### src/design/rlpc_pkg.sv
// Package for the RGB LED pattern PWM controller: timing constants, register
// indexes, mode codes, colour table and the shared structs. No dependencies.
`default_nettype none

package rlpc_pkg;

    // PWM period and pattern timing (periods per step)
    localparam logic [4:0] PWM_STEPS         = 5'd20;
    localparam logic [7:0] FADE_STEP_PERIODS = 8'd250;
    localparam logic [7:0] COLOR_PERIODS     = 8'd240;
    localparam logic [7:0] STROBE_PERIODS    = 8'd60;
    localparam logic [4:0] HALF_LEVEL        = 5'd5;
    localparam logic [15:0] HOLD_MAX         = 16'hFFFF;

    // Configuration register indexes
    localparam logic [1:0] CFG_SERIES = 2'd0;
    localparam logic [1:0] CFG_START  = 2'd1;
    localparam logic [1:0] CFG_STEP   = 2'd2;
    localparam logic [1:0] CFG_HALT   = 2'd3;

    // Series code for animated patterns; anything else is static colour
    localparam logic [1:0] SERIES_ANIM = 2'd2;

    // Mode codes
    localparam logic [2:0] MODE_SWEEP   = 3'd1;
    localparam logic [2:0] MODE_STROBE  = 3'd2;
    localparam logic [2:0] MODE_FADE_G  = 3'd3;
    localparam logic [2:0] MODE_FADE_R  = 3'd4;
    localparam logic [2:0] MODE_FADE_W  = 3'd5;
    localparam logic [2:0] MODE_RAINBOW = 3'd6;
    localparam logic [2:0] MODE_COUNT   = 3'd6;

    // Colour codes
    localparam logic [2:0] COLOUR_BLACK = 3'd0;

    typedef struct packed {
        logic [4:0] red;
        logic [4:0] green;
        logic [4:0] blue;
    } t_rgb;

    typedef struct packed {
        logic red;
        logic green;
        logic blue;
    } t_led;

    // Button decode results for one request
    typedef struct packed {
        logic       hit;        // mode step or sleep request this period
        logic       saved;
        logic       sleep;
        logic [2:0] mode_cur;   // mode before this request
        logic [2:0] mode_next;  // mode after this request
    } t_btn_status;

    // Out-of-range modes fall back to mode 1
    function automatic logic [2:0] clamp_mode(input logic [2:0] m);
        logic [2:0] res;
        res = MODE_SWEEP;
        if (m >= MODE_SWEEP && m <= MODE_COUNT) begin
            res = m;
        end
        return res;
    endfunction

    // Fixed colour table, levels in PWM slots
    function automatic t_rgb colour_levels(input logic [2:0] c);
        t_rgb res;
        res = '0;
        case (c)
            3'd1: begin
                res.red = PWM_STEPS; res.green = HALF_LEVEL; res.blue = HALF_LEVEL;
            end
            3'd2: begin
                res.green = HALF_LEVEL; res.blue = PWM_STEPS;
            end
            3'd3: begin
                res.red = PWM_STEPS; res.blue = PWM_STEPS;
            end
            3'd4: begin
                res.blue = PWM_STEPS;
            end
            3'd5: begin
                res.red = PWM_STEPS; res.green = PWM_STEPS; res.blue = PWM_STEPS;
            end
            3'd6: begin
                res.green = PWM_STEPS; res.blue = PWM_STEPS;
            end
            default: begin
                res = '0;
            end
        endcase
        return res;
    endfunction

endpackage

`default_nettype wire

### src/design/rlpc_button.sv
// Button press decoder: hold counter, release detect, mode register.
// Depends on rlpc_pkg.
`default_nettype none

module rlpc_button (
    input  wire logic                 i_clk,
    input  wire logic                 i_rst_n,
    input  wire logic                 i_fire,
    input  wire logic                 i_slot_last,
    input  wire logic                 i_pressed,
    input  wire logic [15:0]          i_step_periods,
    input  wire logic [15:0]          i_halt_periods,
    input  wire logic                 i_mode_load,
    input  wire logic [2:0]           i_mode_load_value,
    output rlpc_pkg::t_btn_status     o_status
);

    logic [15:0] r_hold;
    logic [15:0] n_hold;
    logic        r_last_pressed;
    logic        n_last_pressed;
    logic [2:0]  r_mode;
    logic [2:0]  n_mode;
    logic        hit;
    logic        saved;
    logic        sleep;

    // Sample on the last slot of a period; act on two released samples in a row
    always_comb begin
        n_hold         = r_hold;
        n_last_pressed = r_last_pressed;
        n_mode         = r_mode;
        hit            = 1'b0;
        saved          = 1'b0;
        sleep          = 1'b0;
        if (i_fire && i_slot_last) begin
            if (i_pressed && r_hold != rlpc_pkg::HOLD_MAX) begin
                n_hold = r_hold + 16'd1;
            end
            if (!i_pressed && !r_last_pressed) begin
                if (r_hold > i_halt_periods) begin
                    sleep = 1'b1;
                    hit   = 1'b1;
                end else if (r_hold > i_step_periods) begin
                    n_mode = (r_mode >= rlpc_pkg::MODE_COUNT) ? rlpc_pkg::MODE_SWEEP
                                                               : r_mode + 3'd1;
                    saved  = 1'b1;
                    hit    = 1'b1;
                end
                n_hold = '0;
            end
            n_last_pressed = i_pressed;
        end
    end

    always_ff @(posedge i_clk) begin
        if (!i_rst_n) begin
            r_hold         <= '0;
            r_last_pressed <= 1'b0;
            r_mode         <= rlpc_pkg::MODE_SWEEP;
        end else begin
            r_hold         <= n_hold;
            r_last_pressed <= n_last_pressed;
            if (i_mode_load) begin
                r_mode <= rlpc_pkg::clamp_mode(i_mode_load_value);
            end else begin
                r_mode <= n_mode;
            end
        end
    end

    assign o_status.hit       = hit;
    assign o_status.saved     = saved;
    assign o_status.sleep     = sleep;
    assign o_status.mode_cur  = r_mode;
    assign o_status.mode_next = n_mode;

endmodule

`default_nettype wire

### src/design/rlpc_pattern.sv
// Pattern sequencer and PWM compare: slot counter, pattern latch, sweep,
// strobe and fade counters, LED levels. Depends on rlpc_pkg.
`default_nettype none

module rlpc_pattern (
    input  wire logic                 i_clk,
    input  wire logic                 i_rst_n,
    input  wire logic                 i_fire,
    input  wire logic [1:0]           i_series,
    input  wire rlpc_pkg::t_btn_status i_btn,
    output logic                      o_slot_last,
    output rlpc_pkg::t_led            o_led
);

    logic [4:0] r_slot;
    logic [7:0] r_period;
    logic [7:0] n_period;
    logic [4:0] r_ramp;
    logic [4:0] n_ramp;
    logic [2:0] r_seg;
    logic [2:0] n_seg;
    logic       r_dark;
    logic       n_dark;
    logic       r_anim;
    logic       n_anim;
    logic [2:0] r_run_mode;
    logic [2:0] n_run_mode;
    logic       r_done;
    logic       n_done;

    logic       latch;
    logic [4:0] lvl_v;
    logic [4:0] lvl_d;
    logic [2:0] phases;
    logic [7:0] seg_len;
    rlpc_pkg::t_rgb lvl;

    assign o_slot_last = (r_slot == rlpc_pkg::PWM_STEPS - 5'd1);
    assign latch       = (r_slot == 5'd0) && r_done;

    // Pattern state seen by this slot; fresh latch at period start after r_done
    always_comb begin
        if (latch) begin
            n_anim     = (i_series == rlpc_pkg::SERIES_ANIM);
            n_run_mode = i_btn.mode_cur;
            n_period   = '0;
            n_ramp     = '0;
            n_seg      = '0;
            n_dark     = 1'b0;
            n_done     = 1'b0;
        end else begin
            n_anim     = r_anim;
            n_run_mode = r_run_mode;
            n_period   = r_period;
            n_ramp     = r_ramp;
            n_seg      = r_seg;
            n_dark     = r_dark;
            n_done     = r_done;
        end
    end

    // Ramp level and its complement
    assign lvl_v = (n_ramp >= rlpc_pkg::PWM_STEPS - 5'd1) ? rlpc_pkg::PWM_STEPS
                                                           : n_ramp + 5'd1;
    assign lvl_d = rlpc_pkg::PWM_STEPS - lvl_v;

    // Channel levels for this period
    always_comb begin
        lvl = '0;
        if (!n_anim) begin
            lvl = rlpc_pkg::colour_levels(i_btn.mode_cur);
        end else if (n_run_mode == rlpc_pkg::MODE_SWEEP) begin
            lvl = rlpc_pkg::colour_levels(n_seg + 3'd1);
        end else if (n_run_mode == rlpc_pkg::MODE_STROBE) begin
            lvl = rlpc_pkg::colour_levels(n_dark ? rlpc_pkg::COLOUR_BLACK : n_seg + 3'd1);
        end else begin
            lvl.blue = rlpc_pkg::PWM_STEPS;
            case (n_run_mode)
                rlpc_pkg::MODE_FADE_G: begin
                    lvl.red   = '0;
                    lvl.green = (n_seg != 3'd0) ? lvl_d : lvl_v;
                end
                rlpc_pkg::MODE_FADE_R: begin
                    lvl.red   = (n_seg != 3'd0) ? lvl_d : lvl_v;
                    lvl.green = '0;
                end
                rlpc_pkg::MODE_FADE_W: begin
                    lvl.red   = rlpc_pkg::PWM_STEPS;
                    lvl.green = (n_seg != 3'd0) ? lvl_d : lvl_v;
                end
                default: begin
                    case (n_seg)
                        3'd0: begin
                            lvl.red = '0;                  lvl.green = lvl_v;
                        end
                        3'd1: begin
                            lvl.red = lvl_v;               lvl.green = rlpc_pkg::PWM_STEPS;
                        end
                        3'd2: begin
                            lvl.red = rlpc_pkg::PWM_STEPS; lvl.green = lvl_d;
                        end
                        default: begin
                            lvl.red = lvl_d;               lvl.green = '0;
                        end
                    endcase
                end
            endcase
        end
    end

    // PWM compare
    assign o_led.red   = (r_slot < lvl.red);
    assign o_led.green = (r_slot < lvl.green);
    assign o_led.blue  = (r_slot < lvl.blue);

    assign phases  = (n_run_mode == rlpc_pkg::MODE_RAINBOW) ? 3'd4 : 3'd2;
    assign seg_len = (n_run_mode == rlpc_pkg::MODE_SWEEP) ? rlpc_pkg::COLOR_PERIODS
                                                          : rlpc_pkg::STROBE_PERIODS;

    // State update; pattern advances once per period on the last slot
    always_ff @(posedge i_clk) begin
        if (!i_rst_n) begin
            r_slot     <= '0;
            r_period   <= '0;
            r_ramp     <= '0;
            r_seg      <= '0;
            r_dark     <= 1'b0;
            r_anim     <= 1'b0;
            r_run_mode <= rlpc_pkg::MODE_SWEEP;
            r_done     <= 1'b1;
        end else if (i_fire) begin
            r_anim     <= n_anim;
            r_run_mode <= n_run_mode;
            r_period   <= n_period;
            r_ramp     <= n_ramp;
            r_seg      <= n_seg;
            r_dark     <= n_dark;
            r_done     <= n_done;
            if (!o_slot_last) begin
                r_slot <= r_slot + 5'd1;
            end else begin
                r_slot <= '0;
                if (!n_anim) begin
                    r_done <= 1'b1;
                end else if (n_run_mode == rlpc_pkg::MODE_SWEEP ||
                             n_run_mode == rlpc_pkg::MODE_STROBE) begin
                    // sweep / strobe: a button hit only cuts the segment short
                    if (i_btn.hit || (n_period + 8'd1 >= seg_len)) begin
                        r_period <= '0;
                        if (n_run_mode == rlpc_pkg::MODE_STROBE && !n_dark) begin
                            r_dark <= 1'b1;
                        end else begin
                            r_dark <= 1'b0;
                            r_seg  <= n_seg + 3'd1;
                            if (n_seg + 3'd1 >= rlpc_pkg::MODE_COUNT) begin
                                r_done <= 1'b1;
                            end
                        end
                    end else begin
                        r_period <= n_period + 8'd1;
                    end
                end else if (i_btn.hit) begin
                    // fades abort at once
                    r_done <= 1'b1;
                end else if (n_period + 8'd1 < rlpc_pkg::FADE_STEP_PERIODS) begin
                    r_period <= n_period + 8'd1;
                end else begin
                    r_period <= '0;
                    if (n_ramp + 5'd1 < rlpc_pkg::PWM_STEPS) begin
                        r_ramp <= n_ramp + 5'd1;
                    end else begin
                        r_ramp <= '0;
                        r_seg  <= n_seg + 3'd1;
                        if (n_seg + 3'd1 >= phases) begin
                            r_done <= 1'b1;
                        end
                    end
                end
            end
        end
    end

endmodule

`default_nettype wire

### src/design/rgb_led_pattern_pwm_controller_top.sv
// Top level of the RGB LED pattern PWM controller: request and result
// registers, configuration registers. Depends on rlpc_pkg, rlpc_button, rlpc_pattern.
// Latency: 2 register stages, the request register then the result register.
// Throughput: one request (one PWM slot) per cycle while the result channel is not
// stalled, limited by the single request/result register pair around the slot logic.
// Reset: synchronous active low; config returns to series 1, mode 1,
// thresholds 20 and 4000; counters clear, a new pattern latches at slot 0.
`default_nettype none

module rgb_led_pattern_pwm_controller_top (
    input  wire logic        i_clk,
    input  wire logic        i_rst_n,
    // request channel
    input  wire logic        i_in_valid,
    output logic             o_in_stall,
    input  wire logic        i_button_pressed,
    // result channel
    output logic             o_out_valid,
    input  wire logic        i_out_stall,
    output logic             o_led_red,
    output logic             o_led_green,
    output logic             o_led_blue,
    output logic [2:0]       o_current_mode,
    output logic             o_mode_saved,
    output logic             o_sleep_request,
    // configuration write port
    input  wire logic        i_cfg_wr_en,
    input  wire logic [1:0]  i_cfg_index,
    input  wire logic [15:0] i_cfg_wdata
);

    logic        r_in_valid;
    logic        r_in_button;
    logic        r_out_valid;
    logic        r_led_red;
    logic        r_led_green;
    logic        r_led_blue;
    logic [2:0]  r_mode;
    logic        r_saved;
    logic        r_sleep;
    logic [1:0]  r_cfg_series;
    logic [15:0] r_cfg_step;
    logic [15:0] r_cfg_halt;

    logic        out_free;
    logic        fire;
    logic        slot_last;
    logic        mode_load;
    rlpc_pkg::t_btn_status btn;
    rlpc_pkg::t_led        led;

    // Pipeline control: slot logic fires when a request is held and the result register can take it
    assign out_free   = !r_out_valid || !i_out_stall;
    assign fire       = r_in_valid && out_free;
    assign o_in_stall = r_in_valid && !out_free;
    assign mode_load  = i_cfg_wr_en && (i_cfg_index == rlpc_pkg::CFG_START);

    // Request register
    always_ff @(posedge i_clk) begin
        if (!i_rst_n) begin
            r_in_valid <= 1'b0;
        end else if (!o_in_stall) begin
            r_in_valid <= i_in_valid;
        end
    end

    always_ff @(posedge i_clk) begin
        if (!o_in_stall) begin
            r_in_button <= i_button_pressed;
        end
    end

    // Configuration registers
    always_ff @(posedge i_clk) begin
        if (!i_rst_n) begin
            r_cfg_series <= 2'd1;
            r_cfg_step   <= 16'd20;
            r_cfg_halt   <= 16'd4000;
        end else if (i_cfg_wr_en) begin
            case (i_cfg_index)
                rlpc_pkg::CFG_SERIES: r_cfg_series <= i_cfg_wdata[1:0];
                rlpc_pkg::CFG_STEP:   r_cfg_step   <= i_cfg_wdata;
                rlpc_pkg::CFG_HALT:   r_cfg_halt   <= i_cfg_wdata;
                default: begin
                end
            endcase
        end
    end

    rlpc_button u_button (
        .i_clk             (i_clk),
        .i_rst_n           (i_rst_n),
        .i_fire            (fire),
        .i_slot_last       (slot_last),
        .i_pressed         (r_in_button),
        .i_step_periods    (r_cfg_step),
        .i_halt_periods    (r_cfg_halt),
        .i_mode_load       (mode_load),
        .i_mode_load_value (i_cfg_wdata[2:0]),
        .o_status          (btn)
    );

    rlpc_pattern u_pattern (
        .i_clk       (i_clk),
        .i_rst_n     (i_rst_n),
        .i_fire      (fire),
        .i_series    (r_cfg_series),
        .i_btn       (btn),
        .o_slot_last (slot_last),
        .o_led       (led)
    );

    // Result register
    always_ff @(posedge i_clk) begin
        if (!i_rst_n) begin
            r_out_valid <= 1'b0;
        end else if (out_free) begin
            r_out_valid <= r_in_valid;
        end
    end

    always_ff @(posedge i_clk) begin
        if (fire) begin
            r_led_red   <= led.red;
            r_led_green <= led.green;
            r_led_blue  <= led.blue;
            r_mode      <= btn.mode_next;
            r_saved     <= btn.saved;
            r_sleep     <= btn.sleep;
        end
    end

    assign o_out_valid     = r_out_valid;
    assign o_led_red       = r_led_red;
    assign o_led_green     = r_led_green;
    assign o_led_blue      = r_led_blue;
    assign o_current_mode  = r_mode;
    assign o_mode_saved    = r_saved;
    assign o_sleep_request = r_sleep;

endmodule

`default_nettype wire
### config.mk
export PLATFORM = sky130hd
export DESIGN_NAME = rgb_led_pattern_pwm_controller_top
export DESIGN_NICKNAME = d
export VERILOG_FILES = /design/src/design/rlpc_pkg.sv /design/src/design/rlpc_button.sv /design/src/design/rlpc_pattern.sv /design/src/design/rgb_led_pattern_pwm_controller_top.sv
export SDC_FILE = /design/constraint.sdc
export NUM_CORES = 1
export LEC_CHECK = 0
export BUFFER_PORTS_ARGS = -buffer_cell sky130_fd_sc_hd__buf_2
export CORE_ASPECT_RATIO = 1.2
export CORE_MARGIN = 3
export CORE_UTILIZATION = 60
export CTS_BUF_LIST = sky130_fd_sc_hd__clkbuf_4
export DETAILED_ROUTE_END_ITERATION = 10
export GPL_ROUTABILITY_DRIVEN = 0
export HOLD_SLACK_MARGIN = 0.12
export PLACE_DENSITY = 0.8
export SYNTH_ARGS = -nofsm -noshare
export SYNTH_HDL_FRONTEND = slang
export SYNTH_SLANG_ARGS = --single-unit
### constraint.sdc
create_clock -name i_clk -period 6.07 [get_ports i_clk]
set_clock_uncertainty 0.1 [all_clocks]
set_input_delay 1.214 -clock i_clk [delete_from_list [all_inputs] [get_ports i_clk]]
set_output_delay 1.214 -clock i_clk [all_outputs]
set_load 0.02 [all_outputs]
# Yosys cells after proc, flatten, opt, wreduce, memory -nomap -nowiden
# Index checks and enable logic that the tools add are counted.
[word_totals] reg_bits=92
[op_classes] addsub=7 magnitude_cmp=14 n_eq_ne=32 mux=76 n_bitwise=2 reduce_logical=41
[op_table] operator="$mux W5" count=13
[op_table] operator="$mux W8" count=8
[op_table] operator="$pmux W10 S3" count=2
[op_table] operator="$pmux W5 S2" count=6
[op_table] operator="$mux W3" count=19
[op_table] operator="$mux W15" count=3
[op_table] operator="$eq A3 B3 Y1 const B" count=12
[op_table] operator="$gt A16 B16 Y1" count=2
[op_table] operator="$mux W16" count=2
[op_table] operator="$eq A3 B2 Y1 const B" count=9
[op_table] operator="$mux W1" count=23
[op_table] operator="$add A16 B1 Y16 const B" count=1
[op_table] operator="$ne A16 B16 Y1 const B" count=1
[op_table] operator="$eq A3 B1 Y1 const B" count=5
[op_table] operator="$lt A5 B5 Y1" count=3
[op_table] operator="$reduce_or A5 Y1" count=3
[op_table] operator="$reduce_or A2 Y1" count=6
[op_table] operator="$reduce_or A3 Y1" count=4
[op_table] operator="$add A5 B1 Y5 const B" count=2
[op_table] operator="$reduce_and A2 Y1" count=5
[op_table] operator="$logic_and A1 B1 Y1" count=9
[op_table] operator="$add A8 B1 Y8 const B" count=1
[op_table] operator="$ge A8 B8 Y1" count=1
[op_table] operator="$lt A8 B8 Y1 const B" count=1
[op_table] operator="19 further kinds" count=31

# Depth between registers and ports, before layout
# Gate-level depths: netlist of run 1.
[logic_depth] word_depth=13 ltp_mapped=21 mapped_depth_nobuf=18

# Cells and area by module
# From an unflattened synthesis of run 1, not the netlist that was laid out.
[unflattened] hier_cells=892 hier_area_um2=7257.0
[modules_own_cells] mod="rlpc_pattern" n_inst=1 cells_per_inst=495 area_each_um2=3676.0 seq_area_each_um2=540.5
[modules_own_cells] mod="rlpc_button" n_inst=1 cells_per_inst=234 area_each_um2=1849.3 seq_area_each_um2=400.4
[modules_own_cells] mod="rgb_led_pattern_pwm_controller_top" n_inst=1 cells_per_inst=163 area_each_um2=1731.7 seq_area_each_um2=991.0

# Worst setup path after synthesis of run 1
# No wires, ideal clock.
[synth_timing] path_type="register to register" start="reg u_pattern.r_slot[0]" end="reg r_led_green (netlist: o_led_green) (data pin)" setup_ns=0.180 t_arrival_ns=4.232 required_time_ns=5.790 setup_slack_ns=1.558 stages_incl_launch_ff=22 path_buffers=3 synth_period_minus_slack_ns=4.512 path_cell_list="dfxtp_1 > inv_1 > ha_1 > nor3b_1 > nand2_1 > clkbuf_1 > clkbuf_1 > and2_1 > ha_1 > clkbuf_1 > or3_1 > o21ai_0 > o21ai_0 > ha_1 > o21a_1 > o211ai_1 > a22oi_1 > a21oi_1 > o31ai_1 > ha_1 > o2111a_1 > a221oi_1"
[synth_rtl] element="from (decl)" line="rlpc_pattern.sv:15" source="logic [4:0] r_slot;"
[synth_rtl] element="from (signal assigned)" line="rlpc_pattern.sv:140" source="r_slot <= r_slot + 5'd1;"
[synth_rtl] element="to (signal assigned)" line="rgb_led_pattern_pwm_controller_top.sv:125" source="r_led_green <= led.green;"
[synth_rtl] element="to (decl)" line="rgb_led_pattern_pwm_controller_top.sv:36" source="logic r_led_green;"

# Final worst setup path of run 1
[layout_timing] start="reg u_pattern.r_slot[0]" end="reg u_pattern.r_seg[2]"
[layout_between] elab_chain_cells=11 elab_cells_between_ends=32 classes_between="add/sub: 3; order compare: 3; eq/ne: 3; mux: 16; reduce/logical: 7"
[layout_rtl] element="parallel branches: the longest is 10 deep, another holds $add A8 B1 Y8"
[layout_rtl] element="$mux W3 *" line="rlpc_pattern.sv:139" source="if (!o_slot_last) begin"
[layout_rtl] element="to (signal assigned)" line="rlpc_pattern.sv:136" source="r_seg <= n_seg;"
[layout_rtl] element="to (signal assigned)" line="rlpc_pattern.sv:154" source="r_seg <= n_seg + 3'd1;"
[layout_rtl] element="to (signal assigned)" line="rlpc_pattern.sv:173" source="r_seg <= n_seg + 3'd1;"
[layout_rtl] element="to (decl)" line="rlpc_pattern.sv:20" source="logic [2:0] r_seg;"
# Mark *: on every way between the ends.
# A chain may end at the register's enable or synchronous reset.

==> flow_summary.ini, run 1 <==
[status]
status = finished clean

[cells_and_area]
nNetsFinal = 970
n_antenna_cell = 0
layout-drive-gt1-share = 0.08145
instances_no_fill = 1013
fin_area_mm2 = 0.007042
layout-area-overhead-vs-synth_pct = 4.726

[grt]
globalRouteTotalUtil = 0.2945
grt_antenna_before_repair = 0
grt_overflow = 0
grt_pass1_wl_mm = 29.52
grt_pass1_vias = 6199
grt_max_degree = 47

[worst_hold_path]
hp-class = reg -> reg

[placement]
dp_hpwl_mm = 13.08
dpl_cell_area_mm2 = 0.006913
dp_cells = 998
port_buffers = 33

[floorplan]
io_pins = 34
num_rows = 41
die-area_mm2 = 0.01252
initial_core_util = 0.6271
die_w_um = 102.6
core_mm2 = 0.01072
die_h_um = 122.0

[critical_path]
required_ns = 6.37
worstPathCellList = inv_1, ha_1, nor3b_1, nand2_1, buf_4, and2_1, ha_1, nand3_1, or3_1, a21oi_1, ha_1, o2111a_1, a221o_1, o311a_1, o31ai_1, a2bb2oi_1, nor2_1
startpoint_type = register
cp-end-kind = register
critPathSlowestCell = dfxtp_1
cp_common_cell = ha_1
arrival_ns = 5.16
critPathKind = reg -> reg
worst_path_largest_cell_delay_ns = 0.47
crit_fanout = 17

[clock_network]
cts_sinks = 92
post_cts_buffers = 0
cts_htree_levels = 3
worstSkewPairLatency_ns = 0.46
cts-buffers-inserted = 9
clockBufferDepth = 2
cts_resized = 0
cts_tree = built
clk_pin_slew_ns = 0.15
cts_hold_buf = 0
cts_root_buf = clkbuf_4

[timing]
rsz0062_at_grt = false
clock.fmax_mhz = 205.5
setup-violations-final = 0
finalCritPeriodShare = 0.8017
slew_headroom = 0.4323
fin_crit_ns = 4.866
tightestPinTransition_ns = 0.8503
final.setup.tns_ns = 0
hold_violations = 0
slew_viol_final = 0

[route]
finalWirelength_mm = 17.82
dr_total_vias = 6540
drtAntennaViolNets = 0
dr.first_iter.drc_count = 497
avgViaCountPerCell = 6.456
firstDrtPassIters = 5
wl_per_cell_um = 17.59
drc = 0

[pwr]
powerDensity_mw_per_mm2 = 162.7
ir_drop_v = 0.0001021
power.leakage_nw = 2.813

[synthesis]
ys_seq_elements = 92
synth_cell_type_count = 81
synth_top_cell_by_area = dfxtp_1
syn_nets = 964
synth_top_area_share = 0.2471
synth_area_mm2 = 0.006724
syn_avg_cell_area_um2 = 7.693
synthTopCellsByArea = dfxtp_1 25%, ha_1 12%, nand2_1 7.8%
ys_top_cells_by_count = 140 x nand2_1, 85 x a21oi_1, 83 x dfxtp_1
syn_inst = 874
yosysMostFrequentCell = nand2_1
synth_edf_count = 9
ys_warn_count = 0
async_flop_share = 0
synth_ff_type = dfxtp_1
synth_seq_area_share = 0.2873

[flow_run]
max_cap_violations = 0
## state kept, by name, indices dropped and copies added, names as in the netlist, 2 cells and up
| name | flops |
|---|---|
| u_button.r_hold | 16 |
| u_pattern.r_seg | 3 |
| u_pattern.r_slot | 5 |
| r_cfg_series | 2 |
| o_current_mode | 3 |
| u_pattern.r_ramp | 5 |
| u_button.r_mode | 3 |
| u_pattern.r_period | 8 |
| r_cfg_step | 16 |
| u_pattern.r_run_mode | 3 |
| r_cfg_halt | 16 |
## power by group
| part | switching, W | internal, W | leakage (nW) | total [W] |
|---|---|---|---|---|
| clock | 0.000213 | 0.000126 | 0.0675 | 0.000339 |
| sequential | 0.0000117 | 0.000627 | 0.749 | 0.000639 |
| combinational | 0.000111 | 0.0000556 | 2.00 | 0.000167 |
## cell families after synthesis
kind of cell / Yosys count / share of synthesized area
xor gates and xnor gates: 23 / 0.02996
AOI/OAI and AO/OA: 237 / 0.2298
muxes: 19 / 0.02959
adders and majority gates: 66 / 0.1228
buffers and inverters: 96 / 0.05508
DFF: 92 / 0.2873
and+or+nand+nor: 341 / 0.2454
## layout make-up
cell class                      instances  area [µm²]
Clock buffer                           10       75.07
Clock inverter                          5       53.80
Fill cell                             941        3680
Inverter                               54       202.7
Multi-Input combinational cell        686        4422
Sequential cell                        92        1932
Tap cell                              129       161.4
Timing Repair Buffer                   37       195.2
## layout by cell type, fill, tap and decap left out, drive strengths merged, types with 9 or more instances in the layout
cell,count
a31oi,10
o211ai,18
dfxtp,83
xor2,12
buf,37
nand3,28
nor2,62
and2,11
nor3,17
clkbuf,10
nor2b,13
a21oi,85
o21ai,50
inv,54
edfxtp,9
xnor2,11
nand2,140
and3,10
ha,66
nand4,15
mux2i,12
## metrics by stage
stage / worst slack, ns / hold WS (ns) / total power (W) / util
CTS: 1.318 / 0.3651 / 0.001147 / 0.6568
floorplan: 1.558 / 0.3321 / 0.0007645 / -
finish: 1.204 / 0.3655 / 0.001146 / 0.6568
global placement: 1.661 / 0.3445 / 0.0008100 / 0.6448
detailed placement: 1.353 / 0.3467 / 0.0008152 / 0.6448
global route: 0.9299 / 0.3797 / 0.001191 / 0.6568
## per-layer routing
layer	vias to the layer above	GRT usage	routed length (µm)	share of wire
met1	3036	0.3452	7019	0.39
met2	278	0.5097	8963	0.50
met5	-	0	0	0
li1	3150	-	-	-
met4	0	0.1641	882	0.049
met3	76	0.03837	954	0.054
## critical path: cells and delay by family (launching register included)
kind / cells / cell delay (ns)
flops: 1 / 0.47
buf+inv: 2 / 0.40
fa+ha+maj: 3 / 0.81
compound gates: 6 / 1.70
simple gates: 6 / 1.32
## worst paths after layout
| check | from | to | slack, ns | cells after the start |
|---|---|---|---|---|
| hold / removal | r_cfg_step[9] | r_cfg_step[9] | 0.37 | 2 |
| hold reg to reg | r_cfg_step[9] | r_cfg_step[9] | 0.37 | 2 |
| setup reg to reg | u_pattern.r_slot[0] | u_pattern.r_seg[2] | 1.20 | 17 |
| setup / recovery | u_pattern.r_slot[0] | u_pattern.r_seg[2] | 1.20 | 17 |
Note: power is estimated with default switching activity, not from simulation.
==> run 2: changes to the inputs <==
CORE_UTILIZATION = 58   (was 60)
PLACE_DENSITY = 0.81   (was 0.8)
clock period = 4.1 ns   (was 6.07 ns; I/O delays follow)
==> run 2 against run 1 <==
  * Utilization about the same
  * Global-route usage decreased by 3.0 points
  * Highest routed layer unchanged
  * Hold slack got worse by 0.0027 ns
  * Power increased by 55%
  * Largest cell class unchanged
  * Routed wire length decreased by 5.4%
  * Register-to-register slack got worse by 1.1 ns
  * Flip-flop and latch count unchanged
  * Critical path depth increased by 1
  * Worst setup slack got worse by 1.1 ns
  * Count of clock-buffer cells in the layout increased by 1
  * Critical path type unchanged
  * Maximum frequency increased by 23%
==> flow_summary.ini, run 2 (synthesized netlist as in run 1, its figures left out) <==
[critical_path]
cp-end-kind = register
critPathLaunch = u_pattern.r_slot[0]
rr_worst_depth = 18
startpoint_type = register
rr_endpoint = o_led_green
required_ns = 4.29
r2r_start = u_pattern.r_slot[0]
critPathKind = reg -> reg
crit_fanout = 7
arrival_ns = 4.16
worst-r2r-setup-slack_ns = 0.13

[grt]
grt_antenna_before_repair = 0
globalRouteTotalUtil = 0.2644
grt_pass1_vias = 6033
grt_max_degree = 44
grt_pass1_wl_mm = 28.03
grt_overflow = 0

[timing]
fin_crit_ns = 3.970
hold_violations = 0
finalCritPeriodShare = 0.9683
clock.fmax_mhz = 251.9
slew_viol_final = 0
tightestPinTransition_ns = 0.7852
holdWs_ns = 0.3627
slew_headroom = 0.4765
rsz0062_at_grt = true
setup-violations-final = 0

[pwr]
switching_power_w = 0.0004918
clkPwrFrac = 0.321
p_seq_frac = 0.531
power_frac_comb = 0.149
ir_drop_v = 0.0001826
intPower_w = 0.001286
p_sw_frac = 0.2766
power.leakage_nw = 2.947
powerDensity_mw_per_mm2 = 241.8

[cells_and_area]
n_antenna_cell = 0
layout-area-overhead-vs-synth_pct = 9.323
nNetsFinal = 992
n_fill_cell = 1009
largestRegisters = r_cfg_halt x16, r_cfg_step x16, u_button.r_hold x16
final_cell_mix = 139 x nand2_1, 85 x a21oi_1, 83 x dfxtp_1, 63 x ha_1, 60 x nor2_1
final_common_cell = nand2_1
layout-drive-gt1-share = 0.1224
final_util = 0.6567

[worst_hold_path]
min_to = r_cfg_step[12]
holdCritStartpoint = r_cfg_step[12]
hp-class = reg -> reg
hold_path_depth = 2

[clock_network]
cts_hold_buf = 0
cts_sinks = 92
clockBufferDepth = 2
worstSkewPairLatency_ns = 0.46
cts_root_buf = clkbuf_4
cts_htree_levels = 3
post_cts_buffers = 0
cts-buffers-inserted = 9
clk_pin_slew_ns = 0.15
cts_tree = built

[route]
avgViaCountPerCell = 6.027
wl_met2_mm = 8.481
wl_per_cell_um = 15.89
finalWirelength_mm = 16.85
dr.first_iter.drc_count = 387
top_layer = met4
wl_met3_um = 762
drtAntennaViolNets = 0
drc = 0
firstDrtPassIters = 6
dr_total_vias = 6395
wl_met1_mm = 6.970

[placement]
port_buffers = 33
dp_hpwl_mm = 12.67

[flow_run]
max_cap_violations = 0

[floorplan]
io_pins = 34
num_rows = 42
die-area_mm2 = 0.01293
initial_core_util = 0.6007
core_mm2 = 0.01119
die_h_um = 123.9
die_w_um = 104.3

[status]
status = finished clean
-- run 2: changes by cell type in the layout (fill, tap and decap cells not counted), moves of 2 or more --
cell,previous run,this run
ha_2,0,2
o21ai_0,48,46
o31ai_2,0,2
ha_1,66,63
o21ai_2,1,4
o31ai_1,7,4
buf_4,4,26
-- run 2: what timing repair did --
action / 4_1_cts / 5_1_grt
resized for setup: 0 / 13
endpoints found under the hold margin: 0 / 0
endpoints found under the setup margin: 0 / 5
-- run 2: layout make-up --
class,instances,area [µm²],share of cell area
multi-input cells,686,4503,0.6126
flip-flops and latches,92,1932,0.2628
repair buffers,59,360.3,0.04902
inverters,54,202.7,0.02757
well taps,154,192.7,0.02621
clock buffers,11,82.58,0.01123
clock inverters,5,77.57,0.01055
-- run 2: critical path: stages (launching register included) --
cell and delay [ns]:
dfxtp_1 0.34, inv_1 0.08, ha_1 0.18, nor3b_4 0.23
nand2_2 0.14, and2_1 0.18, ha_1 0.21, or3_1 0.35
a21oi_1 0.20, nor2_2 0.10, ha_4 0.20, o2111ai_1 0.09
o211ai_1 0.11, a22oi_1 0.20, a21oi_1 0.09, o31ai_1 0.32
ha_1 0.28, o2111a_1 0.14, a221oi_1 0.26
-- run 2: stage by stage --
step / worst slack, ns / area (µm²) / total power [W] / std cells / TNS, ns
floorplan: 0.02701 / 6764 / 0.001136 / 874 / 0
global placement: 0.2737 / 7132 / 0.001216 / 1045 / 0
detailed placement: 0.1578 / 7132 / 0.001220 / 1045 / 0
CTS: 0.1231 / 7292 / 0.001780 / 1061 / 0
global route: -0.08695 / 7351 / 0.001854 / 1061 / -0.1058
finish: 0.1298 / 7351 / 0.001778 / 1061 / 0
-- run 2: worst max-delay path by stage --
stage	cells after the start	end
global placement	18	o_led_green
global route	18	o_led_green
detailed placement	18	o_led_green
floorplan	21	o_led_green
finish	18	o_led_green
CTS	18	o_led_green
-- run 2: routing by layer --
| metal | GRT usage | up-vias |
|---|---|---|
| met5 | 0 | - |
| met4 | 0.1172 | 0 |
| met3 | 0.03473 | 52 |
| met2 | 0.4867 | 164 |
| met1 | 0.3088 | 2978 |
| li1 | - | 3201 |
-- run 2: power groups by stage --
stage	logic (W)	clock network [W]	registers [W]
after floorplan	0.000174	0	0.000962
after global placement	0.000254	0	0.000962
after detailed placement	0.000257	0	0.000963
after CTS	0.000259	0.000578	0.000943
after global routing	0.000293	0.000615	0.000947
final	0.000264	0.000570	0.000944
==> run 3: changes to the inputs <==
SYNTH_HIERARCHICAL = 1   (was default)
clock period = 3.6 ns   (was 4.1 ns; I/O delays follow)
==> run 3 against run 2 <==
  * Global-route usage rose by 2.8 points
  * Largest cell class unchanged
  * Critical path depth stayed put
  * Synthesized cell count rose by 2.1%
  * Critical path type unchanged
  * Flip-flop and latch count stayed put
  * Via count up 13%
  * Power is 20% higher
  * The flow now finishes with violations (negative setup slack)
  * Routed wire length increased by 24%
  * Count of clock-buffer cells in the layout fell by 2
==> flow_summary.ini, run 3 <==
[synthesis]
synth_seq_area_share = 0.2662
synthTopCellsByArea = dfxtp_1 23%, ha_1 12%, nand2_1 5.1%
synth_top_area_share = 0.2290
syn_nets = 985
synth_edf_count = 9
syn_inst = 892
ys_warn_count = 6
synth_ff_type = dfxtp_1
synth_cell_type_count = 93
async_flop_share = 0
synth_top_cell_by_area = dfxtp_1
ys_seq_elements = 92
ys_top_cells_by_count = 99 x nand2_1, 83 x dfxtp_1, 71 x inv_1
synth_area_mm2 = 0.007257
yosysMostFrequentCell = nand2_1
syn_avg_cell_area_um2 = 8.136

[critical_path]
critPathLaunch = u_pattern/r_slot[1]
endpoint = o_led_red
critPathKind = reg -> reg
rr_endpoint = o_led_red
arrival_ns = 4.12
cp-end-kind = register
required_ns = 3.83
rr_worst_depth = 18
crit_fanout = 5
worst-r2r-setup-slack_ns = -0.29
r2r_start = u_pattern/r_slot[1]
startpoint_type = register

[flow_run]
max_cap_violations = 0

[floorplan]
die_h_um = 128.5
core_mm2 = 0.01217
die-area_mm2 = 0.01390
initial_core_util = 0.5965
num_rows = 44
die_w_um = 108.1
io_pins = 34

[clock_network]
cts_tree = built
cts_htree_levels = 3
cts-buffers-inserted = 9
clockBufferDepth = 2
cts_hold_buf = 0
cts_sinks = 92
worstSkewPairLatency_ns = 0.46
cts_root_buf = clkbuf_4
clk_pin_slew_ns = 0.17

[cells_and_area]
largestRegisters = r_cfg_halt x16, r_cfg_step x16, u_button/r_hold x16
final_common_cell = buf_4
layout-area-overhead-vs-synth_pct = 19.93
nNetsFinal = 1087
instances_no_fill = 1161
final_cell_mix = 103 x buf_4, 95 x nand2_1, 80 x dfxtp_1, 66 x inv_1, 60 x ha_1
layout-drive-gt1-share = 0.2452
multi_input_area_mm2 = 0.005105
n_fill_cell = 911
regArea_mm2 = 0.001938

[timing]
fin_crit_ns = 3.895
slew_viol_final = 0
setup-violations-final = 15
clock.fmax_mhz = 256.8
final.setup.tns_ns = -2.001
finalCritPeriodShare = 1.082
tightestPinTransition_ns = 0.7833
rsz0062_at_grt = true
finalWorstSetupSlack_ns = -0.2945
slew_headroom = 0.4778
hold_violations = 0

[route]
firstDrtPassIters = 5
avgViaCountPerCell = 6.249
dr_total_vias = 7255
drc = 0
wl_per_cell_um = 17.98
drtAntennaViolNets = 0
dr.first_iter.drc_count = 534
finalWirelength_mm = 20.87

[status]
status = complete, but fails checks
violations = negative setup slack

[grt]
grt_overflow = 0
grt_antenna_before_repair = 1
grt_max_degree = 49
grt_pass1_wl_mm = 32.71
grt_pass1_vias = 6780
globalRouteTotalUtil = 0.2927

[pwr]
clkPwrFrac = 0.263
p_sw_frac = 0.3272
ir_drop_v = 0.0002670
switching_power_w = 0.0006973
intPower_w = 0.001434
powerDensity_mw_per_mm2 = 244.8
p_seq_frac = 0.506
power_frac_comb = 0.231
power.leakage_nw = 3.800

[worst_hold_path]
hp-class = in -> reg

[placement]
dp_hpwl_mm = 15.13
dp_cells = 1130
port_buffers = 33
dp_slack_ns = -0.4939
run 3: changes by cell type after synthesis, sizes merged, moves of 5 or more:
cell / delta
o21ai: -14
nor3: -5
mux2i: +21
a21oi: -39
a211oi: +9
a211o: +5
clkbuf: -8
nand4: +10
buf: +17
a2111oi: +7
inv: +17
nand2: -41
mux2: -5
run 3: worst min-delay path by stage:
stage / startpoint / to / depth (start not counted)
after floorplan: r_cfg_series[1] / r_cfg_series[1] / 2
after global placement: r_cfg_halt[14] / r_cfg_halt[14] / 2
after detailed placement: r_cfg_step[8] / r_cfg_step[8] / 2
after CTS: i_button_pressed / r_in_button / 1
after global routing: i_button_pressed / r_in_button / 1
final: i_button_pressed / r_in_button / 1
run 3: stage by stage:
step / hold WS, ns / util / power (W) / area, µm²
finish: 0.3199 / 0.7153 / 0.002131 / 8703
global route: 0.2887 / 0.7153 / 0.002223 / 8703
CTS: 0.3009 / 0.6993 / 0.002111 / 8508
detailed placement: 0.3476 / 0.6737 / 0.001518 / 8197
global placement: 0.3433 / 0.6737 / 0.001509 / 8197
floorplan: 0.3302 / - / 0.001384 / 7421
run 3: routing by layer:
layer  track usage  vias up  part of all wire
met4        0.1664        0             0.051
met5             0        -                 0
li1              -     3454                 -
met3       0.03914       75             0.059
met1        0.3472     3425              0.39
met2        0.5062      301              0.50
run 3: cell families (layout without fill, tap and decap cells):
kind of cell,count (synthesis),count (layout),synth area share
and+or+nand+nor,317,317,0.2310
AOI/OAI and AO/OA,229,229,0.2266
buffers and inverters,122,229,0.07483
DFF,92,92,0.2662
adders and majority gates,69,69,0.1190
muxes,35,35,0.04862
xor gates and xnor gates,28,28,0.03379
other,0,1,0
run 3: critical path: stages (launching register included):
cell,delay [ns]
dfxtp_2,0.36
inv_2,0.07
ha_4,0.14
nor4b_4,0.31
nand2_2,0.12
and2_4,0.16
ha_4,0.17
a2111oi_4,0.22
nand2b_4,0.21
o21ai_4,0.06
ha_4,0.17
a21boi_2,0.15
xnor2_1,0.13
o211ai_1,0.17
o211ai_1,0.12
ha_2,0.21
or4_4,0.44
o311ai_4,0.30
o2bb2ai_1,0.14
run 3: area by class of cell:
class | instances | share of cell area
timing repair buffer | 142 | 0.1210
sequential | 92 | 0.2227
tap | 161 | 0.02315
antenna | 1 | 0.0002875
clock inverter | 7 | 0.007619
multi-input combinational | 678 | 0.5865
clock buffer | 9 | 0.007763
inverter | 71 | 0.03091
run 3: power groups by stage:
stage | Clock [W] | Sequential [W] | Combinational (W)
2_1_floorplan | 0 | 0.00110 | 0.000285
3_3_place_gp | 0 | 0.00110 | 0.000410
3_5_place_dp | 0 | 0.00110 | 0.000418
4_1_cts | 0.000572 | 0.00108 | 0.000462
5_1_grt | 0.000613 | 0.00108 | 0.000527
6_report | 0.000561 | 0.00108 | 0.000492
run 3: timing repair:
action,4_1_cts,5_1_grt
buffers inserted,7,6
setup endpoints to repair,21,21
pin swaps,26,22
gates cloned,1,0
gates resized for setup,29,27
